===== src/hdl/sdf_pkg.sv =====
// Package for the signed-distance trilinear sampler.
// Holds the item, work and state types and the register indexes; no dependencies.
package sdf_pkg;

    typedef enum logic [2:0] {
        REG_SHIFT_X = 3'd0,
        REG_SHIFT_Y = 3'd1,
        REG_SHIFT_Z = 3'd2,
        REG_INV_X   = 3'd3,
        REG_INV_Y   = 3'd4,
        REG_INV_Z   = 3'd5,
        REG_SCALE   = 3'd6
    } reg_idx_t;

    localparam logic FUNC_WRITE = 1'b0;
    localparam logic FUNC_QUERY = 1'b1;

    localparam int REQ_DEPTH = 4;

    localparam logic signed [31:0] DIST_MAX = 32'sh7FFF_FFFF;
    localparam logic signed [31:0] DIST_MIN = 32'sh8000_0000;

    typedef struct packed {
        logic        func;
        logic [14:0] voxel_addr;
        logic [31:0] voxel_value;
        logic [31:0] pos_x;
        logic [31:0] pos_y;
        logic [31:0] pos_z;
    } req_t;

    typedef enum logic [3:0] {
        ST_IDLE,
        ST_MAP,
        ST_MUL,
        ST_RD,
        ST_LX,
        ST_LXS,
        ST_LY,
        ST_LYS,
        ST_LZ,
        ST_LZS,
        ST_SC,
        ST_SCS,
        ST_OUT
    } eng_state_t;

endpackage


===== src/hdl/sdf_front.sv =====
// Front part: queues requests, both voxel writes and queries, for the engine.
// Depends on sdf_pkg; feeds a short request queue towards the engine.
module sdf_front (
    input  logic          clk,
    input  logic          rst_n,
    input  logic          push,
    output logic          full,
    input  sdf_pkg::req_t req_in,
    input  logic          deq,
    output logic          q_valid,
    output sdf_pkg::req_t q_head
);
    import sdf_pkg::*;

    localparam int AW = $clog2(REQ_DEPTH);

    req_t            mem_reg [REQ_DEPTH];
    logic [AW-1:0]   wr_reg;
    logic [AW-1:0]   rd_reg;
    logic [AW:0]     cnt_reg;
    logic            do_push;
    logic            do_pop;

    assign full    = (cnt_reg == (AW+1)'(REQ_DEPTH));
    assign q_valid = (cnt_reg != '0);
    assign q_head  = mem_reg[rd_reg];
    assign do_push = push && !full;
    assign do_pop  = deq && q_valid;

    always_ff @(posedge clk)
    begin
        if (do_push)
        begin
            mem_reg[wr_reg] <= req_in;
        end
    end

    always_ff @(posedge clk or negedge rst_n)
    begin
        if (!rst_n)
        begin
            wr_reg  <= '0;
            rd_reg  <= '0;
            cnt_reg <= '0;
        end
        else
        begin
            if (do_push)
            begin
                wr_reg <= (wr_reg == AW'(REQ_DEPTH - 1)) ? '0 : wr_reg + 1'b1;
            end
            if (do_pop)
            begin
                rd_reg <= (rd_reg == AW'(REQ_DEPTH - 1)) ? '0 : rd_reg + 1'b1;
            end
            cnt_reg <= cnt_reg + (AW+1)'(do_push) - (AW+1)'(do_pop);
        end
    end
endmodule


===== config.mk =====
export PLATFORM = sky130hd
export DESIGN_NAME = sdf_front
export DESIGN_NICKNAME = d
export VERILOG_FILES = /design/src/hdl/sdf_pkg.sv /design/src/hdl/sdf_front.sv
export SDC_FILE = /design/constraint.sdc
export NUM_CORES = 1
export LEC_CHECK = 0
export ABC_CLOCK_PERIOD_IN_PS = 10690
export BUFFER_PORTS_ARGS = -buffer_cell sky130_fd_sc_hd__buf_2
export CORE_MARGIN = 2
export CORE_UTILIZATION = 36
export DETAILED_ROUTE_END_ITERATION = 16
export PLACE_DENSITY_LB_ADDON = 0.12
export RECOVER_POWER = 100
export SETUP_SLACK_MARGIN = 0.15
export SYNTH_ARGS = -nofsm -noshare
export SYNTH_HDL_FRONTEND = slang
export SYNTH_SLANG_ARGS = --single-unit

===== constraint.sdc =====
create_clock -name clk -period 10.69 [get_ports clk]
set_input_delay 2.6725 -clock clk [delete_from_list [all_inputs] [get_ports clk]]
set_output_delay 2.6725 -clock clk [all_outputs]
set_load 0.05 [all_outputs]

* After elaboration in Yosys (flattened, before gate mapping)
Memory sizes are Yosys's and may differ from the RTL's.
Cells that the tools add are included.
W data, S select, Z words.
** Word-level totals
- RAM bits :: 576
- Register bits after elaboration :: 7
- Input bits :: 148
- Output and inout port bits :: 146
- Word-level logic and storage cells :: 19
- Memories :: 1
** Operators by class
- Mux-type cells :: 4
- Reduce and logical (&&, ||, !) cells :: 4
- Equality and inequality tests :: 3
- Add/subtract/negate cells :: 4
** Memory list
- mem_reg :: words 4, width 144, read ports 1, clocked after memory_dff 0, write ports 1, RTL line sdf_front.sv:17 : req_t mem_reg [REQ_DEPTH];
** Operators with widths (number)
- $add A2 B1 Y2 const B :: 2
- $eq A2 B2 Y1 const B :: 2
- $mux W2 :: 2
- $add A3 B1 Y3 :: 1
- $eq A3 B3 Y1 const B :: 1
- $reduce_bool A3 Y1 :: 1
- $sub A3 B1 Y3 :: 1
- $logic_and A1 B1 Y1 :: 2
- $mux W1 :: 2
- $logic_not A1 Y1 :: 1

* Longest topological paths before layout
Gate-level depths: netlist of the first run.
- Word-level depth :: 5
- Depth in mapped cells :: 10
- Depth with buffers taken out :: 9

* Least setup slack after synthesis of the first run
No wires, ideal clock.
- Kind :: input to register
- Start point :: input push
- End point :: memory mem_reg[3][0] in the netlist's numbering, enable pin
- Library setup time :: 521 ps
- Arrival :: 6030 ps
- Setup slack :: 4139 ps
- Stages on the path :: 1
- Required time :: 10169 ps
- Buffers on the path :: 0
- Cell sequence :: and3_1
** On the way
- Longest elaborated chain between the ends :: 3
** Ends and longest elaborated chain
- from (decl) :: RTL line sdf_front.sv:6 : input logic push,
- $logic_and A1 B1 Y1 :: RTL line sdf_front.sv:27 : assign do_push = push && !full;
- $mux W1 :: RTL line sdf_front.sv:32 : if (do_push)
- $mux W1 (not written as such) :: RTL line sdf_front.sv:34 : mem_reg[wr_reg] <= req_in;
- to (decl) :: RTL line sdf_front.sv:17
No other way between the ends.

* Worst setup path in the final report of the first run
- Start point :: input push
- End point :: memory mem_reg[2][67] in the netlist's numbering, enable pin
Same word-level chain as after synthesis.

==> flow_summary.json, run 1 <==
{
  "run_status": "complete, but fails checks",
  "violations": "max-capacitance violations, max-slew violations",
  "crit_fanout": 55,
  "worst_pin_slew_ps": 3280,
  "die_area_um2": 61000,
  "worst_ir_drop_vdd_mv": 0.169,
  "grt_pass1_wl_um": 64700,
  "hold_viol": 0,
  "ctsResizeCount": 0,
  "detailedPlacementHpwl_um": 25300,
  "ant_nets": 0,
  "synth_top_cell_area_share": 0.814,
  "power.leakage_nw": 7.72,
  "min_path_type": "flop to flop",
  "post-route-drc-count": 0,
  "post-synth-top-count-cell": "sky130_fd_sc_hd__edfxtp_1",
  "post_synth_most_frequent_cells": "sky130_fd_sc_hd__edfxtp_1 (576), sky130_fd_sc_hd__mux4_2 (144), sky130_fd_sc_hd__buf_2 (14)",
  "path_delay_family": "buffers and inverters",
  "cts_tree": "yes",
  "total_power_mw": 8.17,
  "startpoint": "push",
  "clock_power_share": 0.242,
  "post_layout_nets": 1286,
  "synth-warning-count": 0,
  "async_reset_ff_frac": 0.0120,
  "antenna_violations_before_repair": 5,
  "setup-tns-final_ps": 0,
  "global_route.usage.total": 0.144,
  "critical_path.slowest_cell": "sky130_fd_sc_hd__clkbuf_1",
  "timing.critical_path.required_ps": 10840,
  "place.port_buffers": 293,
  "power_report.internal_total_mw": 4.97,
  "arrival_ps": 7740,
  "netlist_instances": 796,
  "worst-path-buf-inv": 2,
  "die_y_um": 247,
  "power_switching_mw": 3.21,
  "cts_hold_buf": 0,
  "cp_cell_sequence": "clkbuf_1 > and3_1 > clkbuf_1",
  "largest_reg_flops": 576,
  "rr_worst_depth": 3,
  "detail_route.wl_per_cell_um": 22.7,
  "powerDensity_nw_per_um2": 327,
  "slew_headroom": -1.19,
  "rr_endpoint": "mem_reg[2][67]",
  "fin_worst_skew_ps": 11.4,
  "comb_power_share": 0.364,
  "syn2layout_area_growth_pct": 17.7,
  "yosys_register_bits": 583,
  "setup_viol_count_final": 0,
  "mappedNetlistNets": 952,
  "layoutNonFillerInstCount": 1939,
  "dr.first_iter.drc_count": 391,
  "ff2ff_setup_slack_ps": 4660,
  "fmaxAchievable_mhz": 132,
  "fin_ws_ps": 3100,
  "crit_path_end_kind": "flop",
  "min_period_over_period": 0.710,
  "post_synth_num_cell_types": 26,
  "grt_start_max_net_pins": 100,
  "ctsLongestPathBuffers": 3,
  "final_layout_size_suffix_gt1_frac": 0.204,
  "cts.sinks": 583,
  "start_util": 0.362,
  "switching_share": 0.392,
  "worstSkewPairLatency_ps": 610,
  "worstSetupPathDepth": 3,
  "grt_pass1_vias": 9912,
  "setup_repair_after_global_routing_missed_its_margin": "no",
  "critPathLaunchType": "input pin",
  "cts_post_setup_buffers_inserted": 0,
  "max-cap-violations": 13,
  "cts_made_buffers": 61,
  "io-pin-count": 294,
  "synthDominantAreaCellType": "sky130_fd_sc_hd__edfxtp_1",
  "detailedPlace.worstSlack_ps": 5340,
  "die_x_um": 247,
  "via_per_inst": 4.83,
  "timing.critical_path.mode_cell": "sky130_fd_sc_hd__clkbuf_1",
  "dp.cells": 1840,
  "synthTopCellsByArea": "sky130_fd_sc_hd__edfxtp_1 (81%), sky130_fd_sc_hd__mux4_2 (15%), sky130_fd_sc_hd__dfrtp_1 (0.82%)",
  "weighted_congestion_reported_at_the_end_of_routability_driven_placement": 0.711,
  "ctsRootBufferMaster": "sky130_fd_sc_hd__clkbuf_16",
  "min_period_ps": 7590,
  "drt_pre_antenna_iters": 4,
  "critical_path.endpoint": "mem_reg[2][67]",
  "synth_edf_count": 576,
  "cts_htree_levels": 2,
  "antenna-diode-count": 0,
  "mappedNetlistArea_um2": 21200,
  "synth_seq_area_share": 0.823,
  "power.sequential.fraction": 0.395,
  "grt_overflow": 0,
  "core_um2": 58700,
  "via_count_of_the_routed_design": 9363,
  "final-max-slew-violation-count": 667,
  "clk_pin_slew_ps": 60,
  "cpPeakStageDelay_ps": 2430,
  "totalWireLength_um": 43900,
  "std_cell_rows": 89,
  "post_synth.cell_area_avg_um2": 26.7,
  "synth_ff_type": "sky130_fd_sc_hd__edfxtp_1",
  "worstReg2RegStart": "cnt_reg[1]",
  "timing_worst_setup_path_type": "input pin to flop"
}
## worst register-to-register path: stages, from the launching register on
cell	delay (ps)
sky130_fd_sc_hd__dfrtp_1	480
sky130_fd_sc_hd__or3b_1	290
sky130_fd_sc_hd__and3_1	2300
sky130_fd_sc_hd__clkbuf_1	2440
## power by group through the flow
stage	logic, mW	registers [mW]	clock network, mW
finish	2.97	3.23	1.98
global route	3.15	3.29	2.13
CTS	3.16	3.20	2.04
detailed placement	3.16	3.25	0
global placement	3.16	3.24	0
floorplan	2.49	3.18	0
## cell usage in the layout (no fill, tap or decap), drive strengths merged, types with 2 or more instances in the layout
master,instances
and3,4
buf,8
bufinv,4
clkbuf,368
clkinv,18
clkinvlp,4
dfrtp,7
edfxtp,576
ha,7
inv,8
mux2,2
mux4,144
nand2,2
xnor2,2
## area by class of cell
| cell class | instances | area, um2 |
|---|---|---|
| fillers | 5200 | 33700 |
| flip-flops and latches | 583 | 17500 |
| multi-input cells | 173 | 3510 |
| clock buffers | 72 | 1590 |
| repair buffers | 304 | 1170 |
| well taps | 773 | 967 |
| clock inverters | 27 | 254 |
| inverters | 7 | 26.3 |
## through the flow
| stage | hold WS [ps] | area (um2) | utilization |
|---|---|---|---|
| finish | 611 | 25000 | 0.426 |
| global route | 662 | 25000 | 0.426 |
| CTS | 607 | 25400 | 0.433 |
| detailed placement | 589 | 23600 | 0.402 |
| global placement | 585 | 23600 | 0.402 |
| floorplan | 535 | 21200 | - |
## worst min path at each step
stage	startpoint	endpoint	slack (ps)	cells after the start
finish	wr_reg[1]	wr_reg[1]	610	2
global route	wr_reg[1]	wr_reg[1]	660	2
CTS	wr_reg[1]	wr_reg[1]	610	2
detailed placement	wr_reg[1]	wr_reg[1]	590	2
global placement	wr_reg[1]	wr_reg[1]	590	2
floorplan	wr_reg[1]	wr_reg[1]	540	2
## layer usage
layer	wire [um]	global-route usage
met1	18500	0.191
met2	21700	0.232
met3	2860	0.0436
met4	828	0.0390
met5	62	0
## logic make-up (layout without fill, tap and decap cells)
family                   count (synthesis)  in the layout  synth area share
adder cells (fa/ha/maj)                  8              8           0.00507
AO/OA/AOI/OAI                            3              3           0.00112
XOR/XNOR                                 2              2          0.000825
buffers and inverters                   40            410            0.0123
flip-flops                             583            583             0.823
multiplexers                           146            146             0.154
AND/OR/NAND/NOR                         14             14           0.00436
(Power assumes the default switching activity.)
==> run 2: changes to the inputs <==
--- a/config.mk
+++ b/config.mk
@@ -5,7 +5,7 @@
 export SDC_FILE = /design/constraint.sdc
 export NUM_CORES = 1
 export LEC_CHECK = 0
-export ABC_CLOCK_PERIOD_IN_PS = 10690
+export ABC_CLOCK_PERIOD_IN_PS = 6800
 export BUFFER_PORTS_ARGS = -buffer_cell sky130_fd_sc_hd__buf_2
 export CORE_MARGIN = 2
 export CORE_UTILIZATION = 36
==> constraint.sdc (replaced) <==
create_clock -name clk -period 6.8 [get_ports clk]
set_input_delay 1.7 -clock clk [delete_from_list [all_inputs] [get_ports clk]]
set_output_delay 1.7 -clock clk [all_outputs]
set_load 0.05 [all_outputs]
==> run 2 against run 1 <==
Non-clock buffer count is the same; cell count grew 0.72%; critical path depth is the same; sequential share of layout area shrank 0.18 points; clock-buffer cell count grew 7; sequential power grew 57%; highest routed layer unchanged; flip-flop and latch count is the same; the flow still finishes with violations (max-capacitance violations, max-slew violations); die area is the same; setup slack lost 1600 ps; worst hold slack lost 6.8 ps.
==> flow_summary.json, run 2 (synthesis results as in run 1) <==
{
  "critPathLaunchType": "input pin",
  "post_layout_nets": 1286,
  "powerDensity_nw_per_um2": 510,
  "commonest_non_fill_non_tap_cell_in_the_layout": "sky130_fd_sc_hd__edfxtp_1",
  "cts_post_setup_buffers_inserted": 0,
  "via_count_of_the_routed_design": 9378,
  "ctsRootBufferMaster": "sky130_fd_sc_hd__clkbuf_16",
  "min_path_type": "flop to flop",
  "final_cell_mix": "sky130_fd_sc_hd__edfxtp_1 (576), sky130_fd_sc_hd__clkbuf_1 (306), sky130_fd_sc_hd__mux4_2 (144), sky130_fd_sc_hd__clkbuf_16 (63), sky130_fd_sc_hd__clkinv_1 (16)",
  "detailedPlace.worstSlack_ps": 2750,
  "critical_path.slowest_cell": "sky130_fd_sc_hd__clkbuf_2",
  "die_y_um": 247,
  "syn2layout_area_growth_pct": 18.0,
  "via_per_inst": 4.80,
  "final_layout_size_suffix_gt1_frac": 0.205,
  "start_util": 0.362,
  "die_x_um": 247,
  "dr.first_iter.drc_count": 512,
  "post-route-drc-count": 0,
  "largest_reg_flops": 576,
  "cts_hold_buf": 0,
  "die_area_um2": 61000,
  "final_core_util": 0.427,
  "global_route.usage.total": 0.143,
  "total_power_mw": 12.8,
  "min_period_over_period": 0.785,
  "detail_route.wl_per_cell_um": 22.2,
  "std_cell_rows": 89,
  "worst_pin_slew_ps": 4490,
  "grt_pass1_wl_um": 64200,
  "cts_made_buffers": 61,
  "hp-start": "cnt_reg[0]",
  "violations": "max-capacitance violations, max-slew violations",
  "final-max-slew-violation-count": 371,
  "cts.sinks": 583,
  "crit_fanout": 144,
  "weighted_congestion_reported_at_the_end_of_routability_driven_placement": 0.696,
  "rr_worst_depth": 3,
  "drt_pre_antenna_iters": 6,
  "cpPeakStageDelay_ps": 3090,
  "io-pin-count": 294,
  "worst-path-buf-inv": 2,
  "worstReg2RegStart": "cnt_reg[1]",
  "worstSkewPairLatency_ps": 600,
  "ctsLongestPathBuffers": 3,
  "fin_worst_skew_ps": 12.8,
  "worstSetupPathDepth": 3,
  "grt_overflow": 0,
  "startpoint": "push",
  "fmaxAchievable_mhz": 187,
  "whs_path_depth": 1,
  "max-cap-violations": 5,
  "run_status": "complete, but fails checks",
  "hold_viol": 0,
  "setup-tns-final_ps": 0,
  "totalWireLength_um": 43400,
  "cp_cell_sequence": "clkbuf_1 > and3_2 > clkbuf_2",
  "timing_worst_setup_path_type": "input pin to flop",
  "crit_path_end_kind": "flop",
  "power.leakage_nw": 7.75,
  "cts_htree_levels": 2,
  "setup_viol_count_final": 0,
  "arrival_ps": 5430,
  "ctsResizeCount": 0,
  "timing.critical_path.required_ps": 6900,
  "fin_ws_ps": 1470,
  "ant_nets": 0,
  "detailedPlacementHpwl_um": 24400,
  "path_delay_family": "buffers and inverters",
  "antenna_violations_before_repair": 3,
  "cts_tree": "yes",
  "slew_headroom": -2.00,
  "place.port_buffers": 293,
  "core_um2": 58700,
  "worst_ir_drop_vdd_mv": 0.331,
  "clk_pin_slew_ps": 60,
  "grt_start_max_net_pins": 145,
  "setup_repair_after_global_routing_missed_its_margin": "no",
  "grt_pass1_vias": 10078,
  "min_period_ps": 5330
}
## run 2: final cells by class
type | instances | area, um2
Fill cell | 5161 | 33600
Sequential cell | 583 | 17500
Multi-Input combinational cell | 173 | 3510
Clock buffer | 79 | 1640
Timing Repair Buffer | 304 | 1240
Tap cell | 773 | 967
Clock inverter | 32 | 204
Inverter | 7 | 26.3
Antenna cell | 2 | 5.00
## run 2: routing by layer
layer,global-route usage,routed length [um]
met3,0.0412,2690
met2,0.232,21300
met5,0,13
met4,0.0404,891
met1,0.187,18500
## run 2: path summary, 6_finish.rpt
kind,endpoint,slack (ps)
max in group asynchronous,rd_reg[0],5480
worst min-delay path,cnt_reg[0],600
min in group asynchronous,cnt_reg[0],1000
worst max register to register,mem_reg[2][40],2050
worst max-delay path,mem_reg[2][40],1470
worst min register to register,cnt_reg[0],600
## run 2: power breakdown
| part | leakage (nW) | switching [mW] | total [mW] | internal, mW |
|---|---|---|---|---|
| registers | 5.36 | 0.277 | 5.07 | 4.79 |
| clock network | 0.901 | 1.30 | 3.05 | 1.76 |
| logic | 1.50 | 3.44 | 4.67 | 1.23 |
## run 2: through the flow
| step | cell area [um2] | hold slack, ps | std cells |
|---|---|---|---|
| 2_1_floorplan | 21200 | 535 | 796 |
| 3_3_place_gp | 23600 | 582 | 1840 |
| 3_5_place_dp | 23600 | 590 | 1840 |
| 4_1_cts | 25500 | 609 | 1951 |
| 5_1_grt | 25100 | 630 | 1951 |
| 6_report | 25100 | 604 | 1953 |
==> run 3: changes to the inputs <==
--- a/config.mk
+++ b/config.mk
@@ -5,7 +5,8 @@
 export SDC_FILE = /design/constraint.sdc
 export NUM_CORES = 1
 export LEC_CHECK = 0
-export ABC_CLOCK_PERIOD_IN_PS = 6800
+export ABC_AREA = 1
+export ABC_CLOCK_PERIOD_IN_PS = 4600
 export BUFFER_PORTS_ARGS = -buffer_cell sky130_fd_sc_hd__buf_2
 export CORE_MARGIN = 2
 export CORE_UTILIZATION = 36
==> constraint.sdc (replaced) <==
create_clock -name clk -period 4.6 [get_ports clk]
set_input_delay 1.15 -clock clk [delete_from_list [all_inputs] [get_ports clk]]
set_output_delay 1.15 -clock clk [all_outputs]
set_load 0.05 [all_outputs]
==> run 3 against run 2 <==
The flow still finishes with violations (max-capacitance violations, max-slew violations); clock-buffer cell count is 5 higher; clock power is 66% higher; clock skew is 7.9 ps higher; critical path type is now flop to output port; largest cell class unchanged; largest power group is now combinational logic; highest routed layer unchanged.
==> flow_summary.json, run 3 <==
{
  "via_count_of_the_routed_design": 13464,
  "fin_ws_ps": 535,
  "synth_seq_area_share": 0.757,
  "arrival_ps": 2910,
  "totalWireLength_um": 51100,
  "ctsResizeCount": 0,
  "final_core_util": 0.431,
  "weighted_congestion_reported_at_the_end_of_routability_driven_placement": 0.713,
  "die_y_um": 257,
  "grt_pass1_vias": 13434,
  "final-max-slew-violation-count": 367,
  "min_period_ps": 4060,
  "post_synth_most_frequent_cells": "sky130_fd_sc_hd__edfxtp_1 (576), sky130_fd_sc_hd__nand2_1 (449), sky130_fd_sc_hd__inv_1 (302)",
  "max-cap-violations": 6,
  "post_synth.cell_area_avg_um2": 13.3,
  "global_route.usage.total": 0.155,
  "timing_worst_setup_path_type": "flop to output port",
  "rr_worst_depth": 5,
  "placed_cell_area_um2": 25600,
  "powerDensity_nw_per_um2": 766,
  "final_cell_mix": "sky130_fd_sc_hd__edfxtp_1 (576), sky130_fd_sc_hd__nand2_1 (449), sky130_fd_sc_hd__inv_1 (302), sky130_fd_sc_hd__o211ai_1 (288), sky130_fd_sc_hd__clkbuf_1 (260)",
  "cts_hold_buf": 0,
  "mappedNetlistNets": 1894,
  "setup_viol_count_final": 0,
  "post-route-drc-count": 0,
  "ant_nets": 0,
  "mappedNetlistArea_um2": 23100,
  "worst_hold_slack_ps": 470,
  "synth_top_cell_area_share": 0.749,
  "netlist_instances": 1738,
  "post_layout_nets": 2187,
  "crit_path_end_kind": "output port",
  "cts_made_buffers": 66,
  "worstReg2RegStart": "cnt_reg[1]",
  "min_path_type": "input pin to async pin",
  "antenna_violations_before_repair": 7,
  "synth_edf_count": 576,
  "syn2layout_area_growth_pct": 18.0,
  "worst_ir_drop_vdd_mv": 0.428,
  "clk_pin_slew_ps": 60,
  "cts_tree": "yes",
  "die_x_um": 257,
  "grt_overflow": 0,
  "cts_post_setup_buffers_inserted": 0,
  "rr_endpoint": "mem_reg[3][42]",
  "yosys_register_bits": 583,
  "io-pin-count": 294,
  "synth_ff_type": "sky130_fd_sc_hd__edfxtp_1",
  "crit_fanout": 52,
  "post-synth-top-count-cell": "sky130_fd_sc_hd__edfxtp_1",
  "grt_start_max_net_pins": 147,
  "cpPeakStageDelay_ps": 630,
  "final_layout_size_suffix_gt1_frac": 0.0817,
  "cts.sinks": 583,
  "synthTopCellsByArea": "sky130_fd_sc_hd__edfxtp_1 (75%), sky130_fd_sc_hd__o211ai_1 (9.4%), sky130_fd_sc_hd__nand2_1 (7.3%)",
  "place.port_buffers": 293,
  "drt_pre_antenna_iters": 4,
  "setup_repair_after_global_routing_missed_its_margin": "no",
  "largest_reg_flops": 576,
  "core_um2": 63200,
  "worst_pin_slew_ps": 3250,
  "synthDominantAreaCellType": "sky130_fd_sc_hd__edfxtp_1",
  "start_util": 0.365,
  "power.leakage_nw": 10.1,
  "std_cell_rows": 92,
  "ctsLongestPathBuffers": 3,
  "cp_cell_sequence": "inv_6 > clkbuf_2 > o211ai_1 > nand2_1 > clkbuf_1",
  "violations": "max-capacitance violations, max-slew violations",
  "hold_viol": 0,
  "detailedPlacementHpwl_um": 28700,
  "ff2ff_setup_slack_ps": 740,
  "slew_headroom": -1.17,
  "critical_path.slowest_cell": "sky130_fd_sc_hd__clkbuf_2",
  "post_synth_num_cell_types": 15,
  "critPathLaunchType": "flop",
  "via_per_inst": 4.60,
  "dr.first_iter.drc_count": 653,
  "timing.critical_path.required_ps": 3450,
  "fin_worst_skew_ps": 20.7,
  "finish.instance_area_um2": 27200,
  "detailedPlace.worstSlack_ps": 1390,
  "commonest_non_fill_non_tap_cell_in_the_layout": "sky130_fd_sc_hd__edfxtp_1",
  "grt_pass1_wl_um": 78900,
  "min_period_over_period": 0.884,
  "detail_route.wl_per_cell_um": 17.5,
  "die_area_um2": 66200,
  "ctsRootBufferMaster": "sky130_fd_sc_hd__clkbuf_16",
  "synth-warning-count": 0,
  "worstSkewPairLatency_ps": 580,
  "fmaxAchievable_mhz": 246,
  "run_status": "complete, but fails checks",
  "cts_htree_levels": 3,
  "async_reset_ff_frac": 0.0120
}
[run 3: worst max-delay path: cells and delay by family, from the launching register on]
kind                   cells  cell delay [ps]
buffers and inverters      3             1470
flip-flops                 1              510
AND/OR/NAND/NOR            1              130
AO/OA/AOI/OAI              1              180
[run 3: per-stage QoR]
stage	TNS [ps]	std cells	total power, mW
6_report	0	2929	20.9
5_1_grt	0	2927	22.0
4_1_cts	0	2926	21.4
3_5_place_dp	0	2809	16.3
3_3_place_gp	0	2809	16.3
2_1_floorplan	-540370	1738	14.0
[run 3: cell families after synthesis]
| kind of cell | Yosys count | share of synthesized area |
|---|---|---|
| flops | 583 | 0.757 |
| compound gates | 288 | 0.0936 |
| fa+ha+maj | 8 | 0.00466 |
| simple gates | 461 | 0.0752 |
| buf+inv | 398 | 0.0699 |
[run 3: worst max-delay path by stage]
stage,end,cells past startpoint,slack [ps],startpoint
3_5_place_dp,mem_reg[2][61],4,1390,push
2_1_floorplan,mem_reg[0][0],2,-940,push
6_report,q_head[133],5,540,rd_reg[1]
5_1_grt,q_head[123],5,330,rd_reg[1]
3_3_place_gp,q_head[14],5,1420,rd_reg[0]
4_1_cts,q_head[9],5,780,rd_reg[0]
[run 3: cell type report]
type                       instances  area (um2)
fill                            5837       36000
tap                              846        1060
timing repair buffer             320        1450
sequential                       583       17500
clock inverter                    33         318
clock buffer                      84        1760
antenna                            3        7.51
multi-input combinational        757        4020
inverter                         303        1140
[run 3: layer usage]
layer,up-vias,global-route usage,share of wire
li1,6653,-,-
met4,12,0.0493,0.018
met3,73,0.0472,0.067
met1,6476,0.196,0.43
met2,250,0.256,0.48
met5,-,0,0.0016
[run 3: report_power, final]
part           internal (mW)  total (mW)  switching, mW
clock network           3.04        5.06           2.01
logic                   1.64        8.49           6.85
registers               7.04        7.31          0.275
